### src/sv/aca_pkg.sv
// ----------------------------------------------------------------------------
// aca_pkg
// types and constants shared by the automaton controller and datapath
// ----------------------------------------------------------------------------
`default_nettype none
package aca_pkg;
   localparam int NODES    = 1024;
   localparam int ALPHABET = 26;
   localparam int NW       = $clog2(NODES);
   localparam int CW       = NW + 1;
   localparam int SW       = 5;
   localparam int GW       = NW + SW;
   localparam int GDEPTH   = NODES * 32;

   typedef enum logic [1:0] {
      OP_INSERT   = 2'd0,
      OP_FINALIZE = 2'd1,
      OP_MATCH    = 2'd2,
      OP_NONE     = 2'd3
   } op_type;

   typedef enum logic [4:0] {
      ST_CLEAR, ST_IDLE, ST_INS_RD, ST_INS_WAIT, ST_INS_DO, ST_MAT_RD, ST_MAT_WAIT,
      ST_MAT_DO, ST_DONE, ST_F_INIT, ST_F_HEAD, ST_F_RD, ST_F_WAIT, ST_F_CHILD,
      ST_F_WALK_RD, ST_F_WALK_WAIT, ST_F_WALK, ST_F_NEXT, ST_G_INIT, ST_G_HEAD,
      ST_G_RD, ST_G_WAIT, ST_G_CHILD, ST_G_FRD, ST_G_FWAIT, ST_G_FILL, ST_G_NEXT
   } state_type;

   // commands from the controller to the datapath
   typedef struct packed {
      logic capture;
      logic clr_step;
      logic rd_ins;
      logic rd_mat;
      logic ins_do;
      logic mat_do;
      logic q_init;
      logic q_pop;
      logic rd_head;
      logic child_do;
      logic walk_rd;
      logic walk_step;
      logic sym_next;
      logic fill_rd;
      logic fill_wr;
      logic pass2;
      logic rsp_fin;
      logic done;
   } cmd_type;

   // status from the datapath to the controller
   typedef struct packed {
      logic clr_last;
      logic q_empty;
      logic sym_last;
      logic child_nz;
      logic walk_hit;
      logic walk_end;
      logic at_root;
   } sts_type;
endpackage
`default_nettype wire

### src/sv/aca_ctrl.sv
// ----------------------------------------------------------------------------
// aca_ctrl
// sequencer for clearing, insert, match and the two breadth-first passes
// ----------------------------------------------------------------------------
`default_nettype none
module aca_ctrl (
   input  wire logic             clock,
   input  wire logic             reset,
   input  wire logic             start,
   input  wire logic [1:0]       op,
   input  wire aca_pkg::sts_type sts,
   output logic                  busy,
   output aca_pkg::cmd_type      cmd
);
   import aca_pkg::*;

   state_type state_ff, state_in;

   always_ff @(posedge clock) begin
      if (reset) state_ff <= ST_CLEAR;
      else state_ff <= state_in;
   end

   always_comb begin
      state_in = state_ff;
      unique case (state_ff)
         ST_CLEAR: if (sts.clr_last) state_in = ST_IDLE;
         ST_IDLE: begin
            if (start) begin
               unique case (op_type'(op))
                  OP_INSERT:   state_in = ST_INS_RD;
                  OP_MATCH:    state_in = ST_MAT_RD;
                  OP_FINALIZE: state_in = ST_F_INIT;
                  default:     state_in = ST_DONE;
               endcase
            end
         end
         ST_INS_RD:   state_in = ST_INS_WAIT;
         ST_INS_WAIT: state_in = ST_INS_DO;
         ST_INS_DO:   state_in = ST_DONE;
         ST_MAT_RD:   state_in = ST_MAT_WAIT;
         ST_MAT_WAIT: state_in = ST_MAT_DO;
         ST_MAT_DO:   state_in = ST_DONE;
         ST_DONE:     state_in = ST_IDLE;
         ST_F_INIT:   state_in = ST_F_RD;
         ST_F_HEAD:   state_in = sts.q_empty ? ST_G_INIT : ST_F_RD;
         ST_F_RD:     state_in = ST_F_WAIT;
         ST_F_WAIT:   state_in = ST_F_CHILD;
         // children of the root take the root as failure target, no walk
         ST_F_CHILD:  state_in = (sts.child_nz && !sts.at_root) ? ST_F_WALK_RD : ST_F_NEXT;
         ST_F_WALK_RD:   state_in = ST_F_WALK_WAIT;
         ST_F_WALK_WAIT: state_in = ST_F_WALK;
         ST_F_WALK:  state_in = (sts.walk_hit || sts.walk_end) ? ST_F_NEXT : ST_F_WALK_RD;
         ST_F_NEXT:  state_in = sts.sym_last ? ST_F_HEAD : ST_F_RD;
         ST_G_INIT:  state_in = ST_G_RD;
         ST_G_HEAD:  state_in = sts.q_empty ? ST_DONE : ST_G_RD;
         ST_G_RD:    state_in = ST_G_WAIT;
         ST_G_WAIT:  state_in = ST_G_CHILD;
         // the root row is never filled
         ST_G_CHILD: state_in = (sts.child_nz || sts.at_root) ? ST_G_NEXT : ST_G_FRD;
         ST_G_FRD:   state_in = ST_G_FWAIT;
         ST_G_FWAIT: state_in = ST_G_FILL;
         ST_G_FILL:  state_in = ST_G_NEXT;
         ST_G_NEXT:  state_in = sts.sym_last ? ST_G_HEAD : ST_G_RD;
         default:    state_in = ST_IDLE;
      endcase
   end

   always_comb begin
      cmd  = '0;
      busy = (state_ff != ST_IDLE);
      unique case (state_ff)
         ST_CLEAR:    cmd.clr_step = 1'b1;
         ST_IDLE:     cmd.capture = start;
         // read address is held through the wait cycle
         ST_INS_RD, ST_INS_WAIT: cmd.rd_ins = 1'b1;
         ST_INS_DO:   cmd.ins_do = 1'b1;
         ST_MAT_RD, ST_MAT_WAIT: cmd.rd_mat = 1'b1;
         ST_MAT_DO:   cmd.mat_do = 1'b1;
         ST_DONE:     cmd.done = 1'b1;
         ST_F_INIT:   cmd.q_init = 1'b1;
         ST_F_HEAD:   cmd.q_pop = !sts.q_empty;
         ST_F_RD:     cmd.rd_head = 1'b1;
         ST_F_CHILD:  cmd.child_do = 1'b1;
         ST_F_WALK_RD, ST_F_WALK_WAIT: cmd.walk_rd = 1'b1;
         ST_F_WALK:   cmd.walk_step = 1'b1;
         ST_F_NEXT:   cmd.sym_next = 1'b1;
         ST_G_INIT: begin
            cmd.q_init = 1'b1;
            cmd.pass2  = 1'b1;
         end
         ST_G_HEAD: begin
            cmd.q_pop   = !sts.q_empty;
            cmd.pass2   = 1'b1;
            cmd.rsp_fin = sts.q_empty;
         end
         ST_G_RD: begin
            cmd.rd_head = 1'b1;
            cmd.pass2   = 1'b1;
         end
         ST_G_CHILD: begin
            cmd.child_do = 1'b1;
            cmd.pass2    = 1'b1;
         end
         ST_G_FRD, ST_G_FWAIT: cmd.fill_rd = 1'b1;
         ST_G_FILL:  cmd.fill_wr = 1'b1;
         ST_G_NEXT: begin
            cmd.sym_next = 1'b1;
            cmd.pass2    = 1'b1;
         end
         default: cmd = '0;
      endcase
   end
endmodule
`default_nettype wire

### config.mk
export PLATFORM = sky130hd
export DESIGN_NAME = aca_ctrl
export DESIGN_NICKNAME = d
export VERILOG_FILES = /design/src/sv/aca_pkg.sv /design/src/sv/aca_ctrl.sv
export SDC_FILE = /design/constraint.sdc
export NUM_CORES = 1
export LEC_CHECK = 0
export BUFFER_PORTS_ARGS = -buffer_cell sky130_fd_sc_hd__buf_2
export CAP_MARGIN = 20
export CORE_MARGIN = 5
export CORE_UTILIZATION = 40
export CTS_BUF_LIST = sky130_fd_sc_hd__clkbuf_2
export CTS_CLUSTER_SIZE = 20
export DETAILED_ROUTE_END_ITERATION = 8
export PLACE_DENSITY = 0.67
export SYNTH_ARGS = -nofsm -noshare
export SYNTH_HDL_FRONTEND = slang
export SYNTH_SLANG_ARGS = --single-unit
### constraint.sdc
create_clock -name clock -period 1.9 [get_ports clock]
set_input_delay 0.38 -clock clock [delete_from_list [all_inputs] [get_ports clock]]
set_output_delay 0.38 -clock clock [all_outputs]
set_load 0.1 [all_outputs]
==> results.yml <==
drt:
  drtIter0Drc: 81
  wl_per_cell_um: 16.4
  via_per_inst: 5.91
  drtPass1Iterations: 4
  drc: 0
  wl_um: 3670
  vias: 1319
  postRouteAntennaNets: 0
sta:
  clock_skew_ns: 0.00213
  final_max_slew_viol_count: 0
  setup_viol: 0
  tightest_slew_ns: 0.329
  period_share_pct: 99.7
  max_freq_ghz: 0.528
  min_period_ns: 1.89
  rsz0062_at_grt: "true"
  hold_viol: 0
  hold_ws_ns: 0.333
  fin_ws_ns: 0.00631
  tns_ns: 0
  max_slew_margin_pct: 77.9
cts:
  clockRootBuffer: "clkbuf_2"
  clockBufferDepth: 2
  cts_tree: "yes"
  cts_num_sinks: 5
  numCtsBuffers: 3
  clk_pin_slew_ns: 0.06
  htreeDepth: 1
  postCtsHoldBufs: 0
  clock_latency_ns: 0.22
layout:
  reg_top3: "state_ff (5)"
  n_antenna_cell: 0
  final_cells: 223
  nFillCells: 151
  drive_gt1_share_pct: 52.3
  largest_reg_flops: 5
  syn2layout_area_growth_pct: 94.2
  nets: 212
  largest-register: "state_ff"
die:
  core-area_um2: 2190
  die_y_um: 57.7
  fp.dieArea_um2: 3330
  start_util_pct: 41.6
  die_x_um: 57.7
  io_pins: 31
  rows: 17
place:
  dp_hpwl_um: 2690
  io_buffer_count: 30
  place_inst: 207
  gp_congestion: 0.923
  place_ws_ns: 0.191
yosys:
  synth_top_area_share_pct: 11.0
  yosysSeqAreaShare_pct: 11.0
  yosysUniqueCellTypes: 42
  yosys_register_bits: 5
  synth_cells: 143
  syn-cell-area_um2: 911
  syn_area_per_cell_um2: 6.37
  yosysTopAreaCell: "dfxtp_1"
  synthTopCellsByArea: "dfxtp_1, a21oi_1, nor2_1"
  synth_nets: 159
  ys_warn_count: 0
power_and_ir_drop:
  power.density_nw_per_um2: 235
  power.leakage_uw: 0.000641
  ir_worst_vdd_mv: 0.274
setup_path:
  criticalPathCategory: "reg -> out"
  cpPeakStageDelay_ns: 0.42
  path_delay_family: "simple AND/OR/NAND/NOR gates"
  cp.arrival_ns: 1.51
  r2r_start: "state_ff[2]$_SDFFE_PP0P_"
  critPathBufInv: 2
  crit_required_ns: 1.52
  path_cells: "clkbuf_2 -> or3_1 -> a21oi_4 -> buf_12"
  startpoint_type: "register"
  cp_slowest_cell: "or3_1"
  worstPathMaxFanout: 7
  cp-end-kind: "output pin"
  crit_start: "state_ff[3]$_SDFFE_PP0P_"
grt:
  overflow: 0
  grt_start_max_net_pins: 18
  grtUsageTotal_pct: 22.3
  antenna_found_initial: 0
  grt_pass1_vias: 1233
  grt_pass1_wl_um: 5980
status:
  status: "finished clean"
worst_hold_path:
  min_from: "reset"
  hold_path.class: "in -> reg"
flow_run:
  drv_cap: 0
layout by cell type (no fill, tap or decap), drive strengths merged, types with 2 or more instances in the layout:
| master | synthesis | routed |
|---|---|---|
| or3 | 4 | 4 |
| o21ai | 9 | 9 |
| o32a | 2 | 2 |
| o211ai | 3 | 3 |
| a31oi | 3 | 3 |
| nand3 | 4 | 4 |
| clkbuf | 1 | 5 |
| o2111ai | 2 | 2 |
| nor2b | 5 | 5 |
| inv | 5 | 5 |
| dfxtp | 5 | 5 |
| nor3 | 8 | 8 |
| and3 | 2 | 2 |
| buf | 10 | 58 |
| nor2 | 20 | 20 |
| a21oi | 15 | 15 |
| o31a | 2 | 2 |
| ha | 4 | 4 |
| nand2b | 8 | 8 |
| nand2 | 17 | 17 |
report_power, final:
group          leakage (uW)  switching (uW)  internal [uW]
combinational      0.000580             124           82.9
sequential        0.0000444            4.64            102
clock             0.0000166            46.7           55.8
total              0.000641             175            241
cell type report:
type / count / area, um2 / share of cell area, %
timing repair buffer: 59 / 663 / 37.5
clock buffer: 4 / 20.0 / 1.13
tap: 28 / 35.0 / 1.98
sequential: 5 / 119 / 6.72
inverter: 5 / 21.3 / 1.20
multi-input combinational: 122 / 911 / 51.5
synthesized netlist by cell type:
cell       count
buf_2          3
nor4_1         1
o32ai_1        1
nand3_1        4
o211ai_1       3
o2bb2ai_1      1
a211o_1        1
nand3b_1       1
o22a_1         1
o21ai_0        8
nand2b_4       1
buf_1          1
inv_2          1
nor3_1         8
nor3b_1        1
nand4_1        1
buf_6          3
nor2_1        20
and3_1         2
or3b_1         1
o2111ai_1      2
nand2b_2       1
o21ai_1        1
a211oi_1       1
buf_4          3
a22oi_2        1
inv_1          4
o31a_1         2
nand2_1       17
or3_4          1
nor2b_1        5
nor4b_1        1
a21o_1         1
clkbuf_1       1
ha_1           4
a21oi_1       15
or3_1          3
a31oi_1        3
dfxtp_1        5
o32a_1         2
nand2b_1       6
or2_2          1
metal layers:
| metal | track usage, % | part of all wire [%] | routed length (um) |
|---|---|---|---|
| met5 | 0 | 0 | 0 |
| met1 | 29.4 | 42 | 1540 |
| met3 | 2.67 | 7.2 | 264 |
| met4 | 9.27 | 2.0 | 72 |
| met2 | 36.6 | 49 | 1790 |
worst paths after layout:
check | end | slack, ns | depth (start not counted)
max | cmd[2] | 0.006 | 4
min | state_ff[4]$_SDFFE_PP0P_ | 0.33 | 2
max reg2reg | state_ff[0]$_SDFFE_PP0P_ | 0.26 | 6
min reg2reg | state_ff[3]$_SDFFE_PP0P_ | 0.66 | 3
kinds of logic after synthesis:
group / Yosys count / synth area share [%]
adder cells (fa/ha/maj): 4 / 5.49
buffers and inverters: 16 / 10.7
AO/OA/AOI/OAI: 43 / 30.6
AND/OR/NAND/NOR: 75 / 42.2
flip-flops: 5 / 11.0
stage by stage:
stage,utilization [%],instance area [um2],power [uW]
floorplan,-,1090,241
global placement,72.3,1580,299
detailed placement,72.3,1580,301
CTS,76.4,1670,411
global route,80.8,1770,442
finish,80.8,1770,416
timing repair:
action	4_1_cts	5_1_grt
cloned	1	0
resized for setup	8	16
pin swaps	2	4
hold endpoints to repair	0	0
endpoints found under the setup margin	11	14
setup buffers	6	5
(Power assumes the default switching activity.)
